### src/rtl/core/pcgov_pkg.sv
package pcgov_pkg;

    localparam int SAMPLE_W   = 16;
    localparam int CAP_W      = 10;
    localparam int FRAC_SHIFT = 8;
    localparam int AVG_W      = SAMPLE_W + 12;
    localparam int WIN_W      = 5;
    localparam int PROD_W     = AVG_W + WIN_W + 1;
    localparam int DCNT_W     = $clog2(PROD_W + 1);
    localparam int IDX_W      = 3;
    localparam int CFG_W      = SAMPLE_W;

    localparam logic [SAMPLE_W-1:0] RST_HIGH_LIMIT = SAMPLE_W'(3200);
    localparam logic [SAMPLE_W-1:0] RST_LOW_LIMIT  = SAMPLE_W'(1600);
    localparam logic [CAP_W-1:0]    RST_MAX_THR    = CAP_W'(64);
    localparam logic [CAP_W-1:0]    RST_MIN_THR    = CAP_W'(1);
    localparam logic [WIN_W-1:0]    RST_WINDOW     = WIN_W'(3);

    typedef enum logic [IDX_W-1:0] {
        REG_HIGH_LIMIT = 3'd0,
        REG_LOW_LIMIT  = 3'd1,
        REG_MAX_THR    = 3'd2,
        REG_MIN_THR    = 3'd3,
        REG_WINDOW     = 3'd4,
        REG_FROZEN     = 3'd5
    } cfg_idx_t;

    typedef enum logic [1:0] {
        ACT_NONE  = 2'd0,
        ACT_LOWER = 2'd1,
        ACT_RAISE = 2'd2
    } action_t;

    typedef enum logic [2:0] {
        ST_IDLE,
        ST_MUL,
        ST_DIV,
        ST_DECIDE,
        ST_OUT
    } state_t;

    typedef struct packed {
        logic busy;
        logic done;
    } div_stat_t;

    typedef struct packed {
        logic [SAMPLE_W-1:0] high_limit;
        logic [SAMPLE_W-1:0] low_limit;
        logic [CAP_W-1:0]    ceil_threads;
        logic [CAP_W-1:0]    floor_threads;
        logic [WIN_W-1:0]    hold_reload;
    } pol_cfg_t;

endpackage

### src/rtl/core/pcgov_divider.sv
module pcgov_divider (
    input  logic                              aclk,
    input  logic                              aresetn,
    input  logic                              start,
    input  logic [pcgov_pkg::PROD_W-1:0]      dividend,
    input  logic [pcgov_pkg::WIN_W-1:0]       divisor,
    output logic [pcgov_pkg::PROD_W-1:0]      quotient,
    output pcgov_pkg::div_stat_t              stat
);

    logic [pcgov_pkg::PROD_W-1:0] work_reg;
    logic [pcgov_pkg::WIN_W-1:0]  rem_reg;
    logic [pcgov_pkg::DCNT_W-1:0] cnt_reg;
    logic                         busy_reg;
    logic                         done_reg;

    logic [pcgov_pkg::WIN_W:0]    shifted;
    logic [pcgov_pkg::WIN_W:0]    trial;
    logic                         fits;

    // one restoring step per cycle, quotient bits shift in behind the dividend
    always_comb begin
        shifted = {rem_reg, work_reg[pcgov_pkg::PROD_W-1]};
        fits    = shifted >= {1'b0, divisor};
        trial   = shifted - {1'b0, divisor};
    end

    always_ff @(posedge aclk) begin
        if (!aresetn) begin
            busy_reg <= 1'b0;
            done_reg <= 1'b0;
            cnt_reg  <= '0;
        end else begin
            done_reg <= 1'b0;
            if (start) begin
                busy_reg <= 1'b1;
                cnt_reg  <= pcgov_pkg::DCNT_W'(pcgov_pkg::PROD_W);
            end else if (busy_reg) begin
                cnt_reg <= cnt_reg - 1'b1;
                if (cnt_reg == pcgov_pkg::DCNT_W'(1)) begin
                    busy_reg <= 1'b0;
                    done_reg <= 1'b1;
                end
            end
        end
    end

    always_ff @(posedge aclk) begin
        if (start) begin
            work_reg <= dividend;
            rem_reg  <= '0;
        end else if (busy_reg) begin
            work_reg <= {work_reg[pcgov_pkg::PROD_W-2:0], fits};
            rem_reg  <= fits ? trial[pcgov_pkg::WIN_W-1:0] : shifted[pcgov_pkg::WIN_W-1:0];
        end
    end

    assign quotient  = work_reg;
    assign stat.busy = busy_reg;
    assign stat.done = done_reg;

endmodule

### src/rtl/core/pcgov_policy.sv
module pcgov_policy (
    input  logic                              aclk,
    input  logic                              aresetn,
    input  pcgov_pkg::pol_cfg_t               cfg,
    input  logic                              max_load,
    input  logic [pcgov_pkg::CAP_W-1:0]       max_value,
    input  logic                              commit,
    input  logic [pcgov_pkg::SAMPLE_W-1:0]    sample,
    input  logic [pcgov_pkg::AVG_W-1:0]       avg,
    output logic [pcgov_pkg::CAP_W-1:0]       cap,
    output logic                              throttle,
    output pcgov_pkg::action_t                action
);

    logic [pcgov_pkg::WIN_W-1:0]  hold_reg;
    logic [pcgov_pkg::CAP_W-1:0]  cap_reg;
    logic                         flag_reg;

    logic                         nonzero;
    logic [pcgov_pkg::WIN_W-1:0]  hold_dec;
    logic [pcgov_pkg::AVG_W-1:0]  hi_scaled;
    logic [pcgov_pkg::AVG_W-1:0]  lo_scaled;
    logic                         hot;
    logic                         cold;
    logic [pcgov_pkg::CAP_W-1:0]  diff;
    logic [pcgov_pkg::CAP_W:0]    min_plus1;
    logic [pcgov_pkg::CAP_W-1:0]  cap_lower;
    logic [pcgov_pkg::CAP_W:0]    sum2;
    logic [pcgov_pkg::CAP_W-1:0]  cap_raise;

    always_comb begin
        nonzero   = sample != '0;
        hold_dec  = (hold_reg != '0) ? hold_reg - 1'b1 : hold_reg;
        hi_scaled = pcgov_pkg::AVG_W'(cfg.high_limit) << pcgov_pkg::FRAC_SHIFT;
        lo_scaled = pcgov_pkg::AVG_W'(cfg.low_limit) << pcgov_pkg::FRAC_SHIFT;
        hot       = (hold_dec == '0) && (sample > cfg.high_limit) && (avg > hi_scaled);
        cold      = (hold_dec == '0) && (sample < cfg.low_limit) && (avg < lo_scaled);

        // halfway toward the minimum, at least one step, never below the minimum
        diff      = cap_reg - cfg.floor_threads;
        min_plus1 = {1'b0, cfg.floor_threads} + 1'b1;
        cap_lower = ({1'b0, cap_reg} > min_plus1) ? cap_reg - (diff >> 1) : cfg.floor_threads;

        sum2      = {1'b0, cap_reg} + 2'd2;
        cap_raise = (sum2 > {1'b0, cfg.ceil_threads}) ? cfg.ceil_threads
                                                      : sum2[pcgov_pkg::CAP_W-1:0];

        if (!nonzero) begin
            action = pcgov_pkg::ACT_NONE;
        end else if (hot) begin
            action = pcgov_pkg::ACT_LOWER;
        end else if (cold) begin
            action = pcgov_pkg::ACT_RAISE;
        end else begin
            action = pcgov_pkg::ACT_NONE;
        end
    end

    always_ff @(posedge aclk) begin
        if (!aresetn) begin
            hold_reg <= '0;
            cap_reg  <= pcgov_pkg::RST_MAX_THR;
            flag_reg <= 1'b1;
        end else if (max_load) begin
            cap_reg <= max_value;
        end else if (commit && nonzero) begin
            case (action)
                pcgov_pkg::ACT_LOWER: begin
                    cap_reg  <= cap_lower;
                    flag_reg <= 1'b1;
                    hold_reg <= cfg.hold_reload;
                end
                pcgov_pkg::ACT_RAISE: begin
                    cap_reg  <= cap_raise;
                    flag_reg <= 1'b0;
                    hold_reg <= cfg.hold_reload;
                end
                default: begin
                    hold_reg <= hold_dec;
                end
            endcase
        end
    end

    assign cap      = cap_reg;
    assign throttle = flag_reg;

endmodule

### src/rtl/core/power_cap_thread_governor_core.sv
// channel   | handshake          | payload
// ----------+--------------------+-------------------------------------------
// input     | s_valid / s_ready  | s_power_sample (Q12.4 watts)
// result    | m_valid / m_ready  | m_cap_now, m_throttling, m_action_taken
// config    | cfg_wr_en          | cfg_addr, cfg_wdata (write only, no wait)
//
// a normal item passes through the multiply state, the 34-step serial divider that
// forms the moving average (one quotient bit a cycle), the decide state and the output
// state; a frozen item skips the arithmetic and goes from idle straight to the output state
// s_ready is high only while the sequencer is idle, one item at a time
// the result sits in an output register, so a stalled m_ready holds the next
// item only when that item is finished and the register is still full
// aresetn is synchronous, active low, and restores all limits and the cap

module power_cap_thread_governor_core (
    input  logic                                 aclk,
    input  logic                                 aresetn,
    // input channel
    input  logic                                 s_valid,
    output logic                                 s_ready,
    input  logic [pcgov_pkg::SAMPLE_W-1:0]       s_power_sample,
    // result channel
    output logic                                 m_valid,
    input  logic                                 m_ready,
    output logic [pcgov_pkg::CAP_W-1:0]          m_cap_now,
    output logic                                 m_throttling,
    output logic [1:0]                           m_action_taken,
    // configuration write port
    input  logic                                 cfg_wr_en,
    input  logic [pcgov_pkg::IDX_W-1:0]          cfg_addr,
    input  logic [pcgov_pkg::CFG_W-1:0]          cfg_wdata
);

    // configuration registers
    logic [pcgov_pkg::SAMPLE_W-1:0] high_reg;
    logic [pcgov_pkg::SAMPLE_W-1:0] low_reg;
    logic [pcgov_pkg::CAP_W-1:0]    maxt_reg;
    logic [pcgov_pkg::CAP_W-1:0]    mint_reg;
    logic [pcgov_pkg::WIN_W-1:0]    win_reg;
    logic                           frozen_reg;

    // sequencer and datapath registers
    pcgov_pkg::state_t              state_reg;
    pcgov_pkg::state_t              state_next;
    logic [pcgov_pkg::SAMPLE_W-1:0] sample_reg;
    logic [pcgov_pkg::AVG_W-1:0]    avg_reg;
    pcgov_pkg::action_t             act_reg;

    // output register
    logic                           m_valid_reg;
    logic                           m_valid_next;
    logic [pcgov_pkg::CAP_W-1:0]    cap_out_reg;
    logic                           thr_out_reg;
    pcgov_pkg::action_t             act_out_reg;

    // sequencer controls
    logic                           accept;
    logic                           div_start;
    logic                           avg_load;
    logic                           commit;
    logic                           out_load;

    // arithmetic
    logic [pcgov_pkg::WIN_W-1:0]         w_eff;
    logic [pcgov_pkg::WIN_W-1:0]         w_m1;
    logic [pcgov_pkg::AVG_W+pcgov_pkg::WIN_W-1:0] prod;
    logic [pcgov_pkg::PROD_W-1:0]        dividend;
    logic [pcgov_pkg::PROD_W-1:0]        quotient;
    pcgov_pkg::div_stat_t                div_stat;

    pcgov_pkg::pol_cfg_t                 pol_cfg;
    logic                                max_load;
    logic [pcgov_pkg::CAP_W-1:0]         cap_cur;
    logic                                thr_cur;
    pcgov_pkg::action_t                  pol_action;

    // ---------------- configuration ----------------

    // a window of zero behaves as a window of one
    assign w_eff    = (win_reg == '0) ? pcgov_pkg::WIN_W'(1) : win_reg;
    assign w_m1     = w_eff - 1'b1;
    assign max_load = cfg_wr_en && (cfg_addr == pcgov_pkg::REG_MAX_THR);

    always_ff @(posedge aclk) begin
        if (!aresetn) begin
            high_reg   <= pcgov_pkg::RST_HIGH_LIMIT;
            low_reg    <= pcgov_pkg::RST_LOW_LIMIT;
            maxt_reg   <= pcgov_pkg::RST_MAX_THR;
            mint_reg   <= pcgov_pkg::RST_MIN_THR;
            win_reg    <= pcgov_pkg::RST_WINDOW;
            frozen_reg <= 1'b0;
        end else if (cfg_wr_en) begin
            case (cfg_addr)
                pcgov_pkg::REG_HIGH_LIMIT: high_reg   <= cfg_wdata[pcgov_pkg::SAMPLE_W-1:0];
                pcgov_pkg::REG_LOW_LIMIT:  low_reg    <= cfg_wdata[pcgov_pkg::SAMPLE_W-1:0];
                pcgov_pkg::REG_MAX_THR:    maxt_reg   <= cfg_wdata[pcgov_pkg::CAP_W-1:0];
                pcgov_pkg::REG_MIN_THR:    mint_reg   <= cfg_wdata[pcgov_pkg::CAP_W-1:0];
                pcgov_pkg::REG_WINDOW:     win_reg    <= cfg_wdata[pcgov_pkg::WIN_W-1:0];
                pcgov_pkg::REG_FROZEN:     frozen_reg <= cfg_wdata[0];
                default: ;
            endcase
        end
    end

    // ---------------- sequencer ----------------

    assign accept = s_valid && s_ready;

    always_ff @(posedge aclk) begin
        if (!aresetn) begin
            state_reg   <= pcgov_pkg::ST_IDLE;
            m_valid_reg <= 1'b0;
        end else begin
            state_reg   <= state_next;
            m_valid_reg <= m_valid_next;
        end
    end

    always_comb begin
        state_next = state_reg;
        s_ready    = 1'b0;
        div_start  = 1'b0;
        avg_load   = 1'b0;
        commit     = 1'b0;
        out_load   = 1'b0;
        case (state_reg)
            pcgov_pkg::ST_IDLE: begin
                s_ready = 1'b1;
                if (s_valid) begin
                    // frozen: nothing moves, the result reports the current cap
                    state_next = frozen_reg ? pcgov_pkg::ST_OUT : pcgov_pkg::ST_MUL;
                end
            end
            pcgov_pkg::ST_MUL: begin
                div_start  = 1'b1;
                state_next = pcgov_pkg::ST_DIV;
            end
            pcgov_pkg::ST_DIV: begin
                if (div_stat.done) begin
                    avg_load   = 1'b1;
                    state_next = pcgov_pkg::ST_DECIDE;
                end
            end
            pcgov_pkg::ST_DECIDE: begin
                commit     = 1'b1;
                state_next = pcgov_pkg::ST_OUT;
            end
            pcgov_pkg::ST_OUT: begin
                // wait for room in the output register
                if (!m_valid_reg || m_ready) begin
                    out_load   = 1'b1;
                    state_next = pcgov_pkg::ST_IDLE;
                end
            end
            default: begin
                state_next = pcgov_pkg::ST_IDLE;
            end
        endcase
    end

    always_comb begin
        if (out_load) begin
            m_valid_next = 1'b1;
        end else if (m_ready) begin
            m_valid_next = 1'b0;
        end else begin
            m_valid_next = m_valid_reg;
        end
    end

    // ---------------- datapath ----------------

    // avg*(W-1) + sample<<8, then divided by W in the serial divider
    assign prod     = (pcgov_pkg::AVG_W + pcgov_pkg::WIN_W)'(avg_reg)
                    * (pcgov_pkg::AVG_W + pcgov_pkg::WIN_W)'(w_m1);
    assign dividend = pcgov_pkg::PROD_W'(prod)
                    + (pcgov_pkg::PROD_W'(sample_reg) << pcgov_pkg::FRAC_SHIFT);

    always_ff @(posedge aclk) begin
        if (accept) begin
            sample_reg <= s_power_sample;
        end
    end

    always_ff @(posedge aclk) begin
        if (!aresetn) begin
            avg_reg <= '0;
            act_reg <= pcgov_pkg::ACT_NONE;
        end else begin
            if (avg_load) begin
                avg_reg <= quotient[pcgov_pkg::AVG_W-1:0];
            end
            if (accept) begin
                act_reg <= pcgov_pkg::ACT_NONE;
            end else if (commit) begin
                act_reg <= pol_action;
            end
        end
    end

    always_ff @(posedge aclk) begin
        if (out_load) begin
            cap_out_reg <= cap_cur;
            thr_out_reg <= thr_cur;
            act_out_reg <= act_reg;
        end
    end

    pcgov_divider u_div (
        .aclk     (aclk),
        .aresetn  (aresetn),
        .start    (div_start),
        .dividend (dividend),
        .divisor  (w_eff),
        .quotient (quotient),
        .stat     (div_stat)
    );

    always_comb begin
        pol_cfg.high_limit    = high_reg;
        pol_cfg.low_limit     = low_reg;
        pol_cfg.ceil_threads  = maxt_reg;
        pol_cfg.floor_threads = mint_reg;
        pol_cfg.hold_reload   = w_eff;
    end

    pcgov_policy u_pol (
        .aclk      (aclk),
        .aresetn   (aresetn),
        .cfg       (pol_cfg),
        .max_load  (max_load),
        .max_value (cfg_wdata[pcgov_pkg::CAP_W-1:0]),
        .commit    (commit),
        .sample    (sample_reg),
        .avg       (avg_reg),
        .cap       (cap_cur),
        .throttle  (thr_cur),
        .action    (pol_action)
    );

    assign m_valid        = m_valid_reg;
    assign m_cap_now      = cap_out_reg;
    assign m_throttling   = thr_out_reg;
    assign m_action_taken = act_out_reg;

endmodule

### config.mk
export PLATFORM = sky130hd
export DESIGN_NAME = power_cap_thread_governor_core
export DESIGN_NICKNAME = d
export VERILOG_FILES = /design/src/rtl/core/pcgov_pkg.sv /design/src/rtl/core/pcgov_divider.sv /design/src/rtl/core/pcgov_policy.sv /design/src/rtl/core/power_cap_thread_governor_core.sv
export SDC_FILE = /design/constraint.sdc
export NUM_CORES = 1
export LEC_CHECK = 0
export BUFFER_PORTS_ARGS = -buffer_cell sky130_fd_sc_hd__buf_2
export CORE_MARGIN = 2
export CORE_UTILIZATION = 58
export DETAILED_ROUTE_END_ITERATION = 10
export PLACE_DENSITY = 0.78
export SLEW_MARGIN = 10
export SYNTH_ARGS = -nofsm -noshare
export SYNTH_HDL_FRONTEND = slang
export SYNTH_HIERARCHICAL = 1
export SYNTH_SLANG_ARGS = --single-unit
### constraint.sdc
create_clock -name aclk -period 6 [get_ports aclk]
set_input_delay 0.6 -clock aclk [delete_from_list [all_inputs] [get_ports aclk]]
set_output_delay 0.6 -clock aclk [all_outputs]
set_load 0.02 [all_outputs]
==> results of run 1 <==
## area by class of cell
| class | count | area (sq um) |
|---|---|---|
| Clock inverter | 13 | 188 |
| Timing Repair Buffer | 70 | 390 |
| Clock buffer | 19 | 464 |
| Inverter | 245 | 920 |
| Fill cell | 2339 | 10100 |
| Tap cell | 378 | 473 |
| Multi-Input combinational cell | 1372 | 11000 |
| Sequential cell | 184 | 4310 |
## worst max-delay path by stage
stage          slack, ps                  to       start  cells after the start
2_1_floorplan        250  u_div/quotient[18]  win_reg[2]                     21
3_3_place_gp         510  u_div/quotient[18]  win_reg[2]                     20
3_5_place_dp         390  u_div/quotient[18]  win_reg[2]                     20
4_1_cts              360  u_div/quotient[18]  win_reg[2]                     20
5_1_grt               30  u_div/quotient[27]  win_reg[2]                     21
6_report             330  u_div/quotient[25]  win_reg[2]                     21
## power groups by stage
| stage | registers [uW] | logic, uW | clock network (uW) |
|---|---|---|---|
| 2_1_floorplan | 1670 | 1020 | 0 |
| 3_3_place_gp | 1760 | 1270 | 0 |
| 3_5_place_dp | 1760 | 1310 | 0 |
| 4_1_cts | 1740 | 1320 | 1290 |
| 5_1_grt | 1760 | 1480 | 1330 |
| 6_report | 1740 | 1350 | 1270 |
## layout by cell type, fill, tap and decap left out, drive strengths merged, types with 14 or more instances in the layout
cell,instances
nor3,26
buf,70
mux2i,14
and2,70
nor2b,100
edfxtp,63
clkbuf,19
nand2,235
nor4,15
and3,22
a21o,20
nand4,18
mux2,40
o21ai,43
ha,163
fa,98
inv,248
nand3,55
dfxtp,121
xor2,20
a21oi,88
nand2b,16
nor2,54
xnor2,41
a21boi,83
## metal layers
layer	share of wire (%)	track usage, %
met4	3.7	13.8
met1	43	38.7
met3	6.6	5.13
met5	0	0
met2	47	50.1
## stage by stage
stage,setup slack [ps],instance area (sq um)
floorplan,252,16400
global placement,507,17100
detailed placement,393,17100
CTS,356,17700
global route,25.6,17700
finish,331,17700
## critical path, delay by kind of cell (launching register included)
kind	cells	cell delay, ps
AOI/OAI and AO/OA	4	1020
xor gates and xnor gates	2	240
adders and majority gates	5	2170
buffers and inverters	4	580
DFF	1	380
muxes	1	310
and+or+nand+nor	5	710
## timing repair
action                     4_1_cts  5_1_grt
setup endpoints to repair        0        1
hold buffers                     0        0
gates resized for setup          0        1
==> metrics.txt, run 1 <==
outcome=finished clean; vias per inst=5.99; drt total wl=42.8 mm; Endpoint, Worst Hold=sample_reg[8]; largest net degree at the start of global routing=a little under 90; cell chain of the critical path=nor4_1, nor2_1, ha_1, nand2_1, xor2_2, buf_4, buf_4, nor2b_1, fa_1, inv_1, fa_1, fa_1, inv_1, ha_1, a21oi_1, o21ai_0, o21ai_0, nor2_1, a21boi_1, xnor2_1, mux2_1; clock power share=29.1%; num rows=61; Post-Syn Nets=2169; Clock Root Buffer=clkbuf_16; layout net count=2191; GRT Total Usage=30.2%; fin crit period=~5700 ps; Switching Share=34.4%; HPWL Detailed=32.3 mm; clock skew=16.4 ps; Max Slew Vio Count=0; crit start category=flip-flop; Peak Freq=176 MHz; Hold WC Path Type=in2reg; Hold Crit Depth=1; P_leak=0.00747 uW; fin util=between 60% and 70%; slew of the pin with the lowest slew margin=between 1000 and 1500 ps; TritonCTS clock tree=yes; syn avg cell area=8.80 sq um; first-pass GRT wire length=70.5 mm; Layout Cells excl Fill=2281; internal power=2860 uW; r2r startpoint=win_reg[2]; Slew Limit Headroom=between 30 and 40%; post-synthesis cell area=0.0164 sq mm; H-tree levels=4; Syn-to-layout area delta=7.77%; chip width=172 um; worst r2r dst=u_div/quotient[25]; R2R depth=21; vias in the first global route=14000; # placed instances=2249; Crit Path Class=reg2reg; hold_sp=s_power_sample[8]; Hold WS=318 ps; wire per inst=18.8 um; global placer's final weighted congestion=0.935; total CTS buffers=17; Vias=13664; Reg power frac=39.9%; Gate power share=approximately 31%; initial DRC count=~1300; Power Total=4350 uW; CTS sink cnt=184; ANT cells=0; Clock Path Buffers=2; initial antenna violation count=0; total negative setup slack=0 ps; PD cells=246 mW/mm^2; max_cap viols=0; number of synthesis warnings=6; post-synthesis cell count=1868; slowest stage delay, CP=540 ps; Final ANT Viol Nets=0; CP most frequent cell=fa_1; required time worst endpoint=6190 ps; Die Ht=172 um; clk slew on worst S/H paths=80 ps; IO Pins=55; Switching Power=about 1500 uW; Peak VDD IR=0.237 mV; Core ar.=0.0279 sq mm; CP max FO=18; r2r setup slk=approximately 330 ps; Initial Util=59.0%; Setup violations, final=0; crit end category=flip-flop; layout cell share with drive strength beyond 1=8.30%; Die Area=around 0.03 sq mm; Critical Path Slowest Stage Cell=fa_1; Tcrit/Tclk final=a little over nine tenths; grt ovf=0; unrepaired setup endpoints after global routing=false; DRC=0; IO buf count=54; total setup buffers inserted after CTS=0; clk_lat worst skew=450 ps; Pre-antenna DRT Iters=5; max reg flops=34; Fin. Hold Viols=0; Worst EP arrival=5860 ps
No activity file was read; power rests on OpenSTA's default activity.
==> run 2, diff against run 1 <==
--- a/config.mk
+++ b/config.mk
@@ -13,5 +13,4 @@
 export SLEW_MARGIN = 10
 export SYNTH_ARGS = -nofsm -noshare
 export SYNTH_HDL_FRONTEND = slang
-export SYNTH_HIERARCHICAL = 1
 export SYNTH_SLANG_ARGS = --single-unit
==> metrics.txt, run 2 <==
outcome=finished clean (unchanged); Tcrit/Tclk final=94.4% (was 94.5%); Setup violations, final=0 (unchanged); layout cell share with drive strength beyond 1=6.61% (was 8.30%); sequential fraction of the synthesis area=about 28%; r2r setup slk=340 ps (was 330 ps); count leader, synth=nand2_1; TritonCTS clock tree=yes (unchanged); Initial Util=58.6% (was 59.0%); Endpoint, Worst Hold=sample_reg[12] (was sample_reg[8]); compound-cell area share of the yosys netlist=14.9%; Vias=13084 (was 13664); post-synthesis cell area=0.0156 sq mm (was 0.0164 sq mm); dpl cell area=0.0163 sq mm (was 0.0171 sq mm); hold_sp=s_power_sample[12] (was s_power_sample[8]); DRC=0 (unchanged); Yosys top cell area share=roughly 16%; wire per inst=18.0 um (was 18.8 um); Syn-to-layout area delta=7.98% (was 7.77%); worst r2r dst=u_div.quotient[30] (was u_div/quotient[25]); Async S/R FF share, synth=0%; internal power=2790 uW (was 2860 uW); r2r startpoint=win_reg[1] (was win_reg[2]); Clock Path Buffers=2 (unchanged); Core ar.=0.0267 sq mm (was 0.0279 sq mm); CTS sink cnt=184 (unchanged); required time worst endpoint=6180 ps (was 6190 ps); vias in the first global route=13101 (was 14000); Gate power share=32.9% (was 31.0%); Netlist cell types=74; Worst EP arrival=5840 ps (was 5860 ps); chip width=168 um (was 172 um); Die Area=0.0282 sq mm (was 0.0297 sq mm); XOR/XNOR share of the synthesized area=3.65%; fin util=63.2% (was 63.6%); P_leak=0.00731 uW (was 0.00747 uW); largest net degree at the start of global routing=89 (unchanged); slew of the pin with the lowest slew margin=1130 ps (was 1040 ps); fin crit period=5660 ps (was 5670 ps); clock skew=16.2 ps (was 16.4 ps); clk slew on worst S/H paths=80 ps (about the same); Fin. Hold Viols=0 (unchanged); GRT Total Usage=29.0% (was 30.2%); top cells by count, synth=nand2_1 (258), inv_1 (249), ha_1 (164); Hold WC Path Type=in2reg (unchanged); syn avg cell area=8.51 sq um (was 8.80 sq um); Synth area leaders=dfxtp_1 (16%), ha_1 (13%), fa_1 (13%); fin area=0.0169 sq mm (was 0.0177 sq mm); total negative setup slack=0 ps (unchanged); Hold Crit Depth=1 (unchanged); initial antenna violation count=0 (unchanged); Switching Power=1710 uW (was 1500 uW); number of synthesis warnings=0 (was 6); Slew Limit Headroom=23.8% (was 30.8%); Peak VDD IR=0.197 mV (was 0.237 mV); unrepaired setup endpoints after global routing=false (unchanged); ANT cells=0 (unchanged); EDFF count, synth=63; post-synthesis cell count=1833 (was 1868); grt ovf=0 (unchanged); commonest cells after routing, fill and taps aside=nand2_1 (258), inv_1 (249), ha_1 (164) (was inv_1 (245), nand2_1 (235), ha_1 (163)); Peak Freq=177 MHz (was 176 MHz); HPWL Detailed=29.8 mm (was 32.3 mm); Die Ht=168 um (was 172 um); crit end category=flip-flop (unchanged); Crit Path Class=reg2reg (unchanged); IO Pins=55 (unchanged); first-pass GRT wire length=65.7 mm (was 70.5 mm); CP max FO=22 (was 18); Yosys top cell by area=dfxtp_1; # hold bufs at CTS=0 (unchanged); total CTS buffers=17 (unchanged); num rows=60 (was 61); max_cap viols=0 (unchanged); max reg flops=34 (unchanged); PD cells=267 mW/mm^2 (was 246 mW/mm^2); drt total wl=39.9 mm (was 42.8 mm); R2R depth=20 (was 21); Pre-antenna DRT Iters=6 (was 5); H-tree levels=4 (unchanged); vias per inst=5.90 (was 5.99); Post-Syn Nets=2135 (was 2169); post-synthesis mux area share=0.906%; crit start category=flip-flop (unchanged); simple-gate share of the synthesized area=19.6%; layout net count=2165 (was 2191); fraction of the mapped netlist area in adder cells=25.8%; largest family of logic cells by synthesized area=adder cells; Switching Share=38.0% (was 34.4%); clk_lat worst skew=450 ps (about the same); initial DRC count=1062 (was 1251); IO buf count=54 (unchanged); clock power share=25.7% (was 29.1%); Reg power frac=41.3% (was 39.9%); Main synth FF type=dfxtp_1; global placer's final weighted congestion=0.908 (was 0.935); Clock Root Buffer=clkbuf_16 (unchanged); commonest non-fill, non-tap cell in the layout=nand2_1 (was inv_1); Max Slew Vio Count=0 (unchanged); Final ANT Viol Nets=0 (unchanged); #FFs+latches synth=approximately 180
[run 2: cell count changes in the layout (fill, tap and decap cells not counted), sizes merged, moves of 9 or more]
| cell | delta |
|---|---|
| a21boi | -77 |
| a21o | +22 |
| a21oi | +60 |
| and3 | -15 |
| inv | +10 |
| mux2 | -39 |
| nand2 | +23 |
| nand3 | -25 |
| nor2 | +14 |
| nor2b | -9 |
| o21ai | +29 |
[run 2: cell families (layout without fill, tap and decap cells)]
| family | after synthesis | in the layout |
|---|---|---|
| xor gates and xnor gates | 65 | 65 |
| buffers and inverters | 310 | 353 |
| AOI/OAI and AO/OA | 374 | 374 |
| adders and majority gates | 264 | 264 |
| and+or+nand+nor | 622 | 622 |
| DFF | 184 | 184 |
| muxes | 14 | 14 |
[run 2: layout make-up]
cell class                      count  area, sq um
Multi-Input combinational cell   1339        10200
Fill cell                        2218         9800
Sequential cell                   184         4320
Inverter                          250          938
Tap cell                          341          427
Clock buffer                       17          425
Timing Repair Buffer               71          423
Clock inverter                     15          155
[run 2: worst max path at each step]
stage                from                 end  slack, ps  cells after the start
4_1_cts        win_reg[2]  u_div.quotient[30]        200                     20
6_report       win_reg[1]  u_div.quotient[30]        340                     20
5_1_grt        win_reg[1]  u_div.quotient[22]         40                     21
3_3_place_gp   win_reg[2]  u_div.quotient[30]        400                     20
2_1_floorplan  win_reg[2]  u_div.quotient[31]        100                     21
3_5_place_dp   win_reg[2]  u_div.quotient[30]        230                     20
[run 2: what timing repair did]
action | 4_1_cts | 5_1_grt
gates resized for setup | 0 | 3
buffers inserted | 0 | 0
setup endpoints to repair | 0 | 9
[run 2: metal layers]
| metal | wire length [um] | track usage (%) | vias to the layer above | share of wire, % |
|---|---|---|---|---|
| met1 | 17300 | 38.1 | 6309 | 43 |
| met3 | 2520 | 4.14 | 86 | 6.3 |
| met2 | 18900 | 49.0 | 477 | 47 |
| li1 | - | - | 6212 | - |
| met5 | 0 | 0 | - | 0 |
| met4 | 1120 | 10.1 | 0 | 2.8 |
[run 2: power groups by stage]
stage                     Clock, uW  Combinational, uW  Sequential (uW)
after global routing           1210               1670             1890
final                          1160               1480             1860
after global placement            0               1420             1880
after detailed placement          0               1460             1880
after CTS                      1160               1480             1860
after floorplan                   0               1090             1810
[run 2: metrics by stage]
step / worst slack (ps) / hold slack, ps / cells / power (uW)
2_1_floorplan: 99.1 / 402 / 1833 / 2900
4_1_cts: 202 / 320 / 2217 / 4500
3_5_place_dp: 234 / 449 / 2185 / 3340
6_report: 336 / 325 / 2217 / 4510
5_1_grt: 38.8 / 326 / 2217 / 4770
3_3_place_gp: 399 / 438 / 2185 / 3300
[run 2: worst max-delay path, cell delays in order, from the launching register on]
cell and delay (ps):
dfxtp_1 450, inv_1 140, a31oi_2 210, ha_1 210, nand2_1 130, xnor2_4 300
buf_12 220, nor2b_1 90, fa_1 550, inv_1 60, fa_1 510, fa_1 550
inv_1 50, ha_1 380, a21o_1 240, nor4b_1 150, a41o_1 220, a2111o_1 430
a41oi_1 260, xor2_1 160, o21ai_0 90
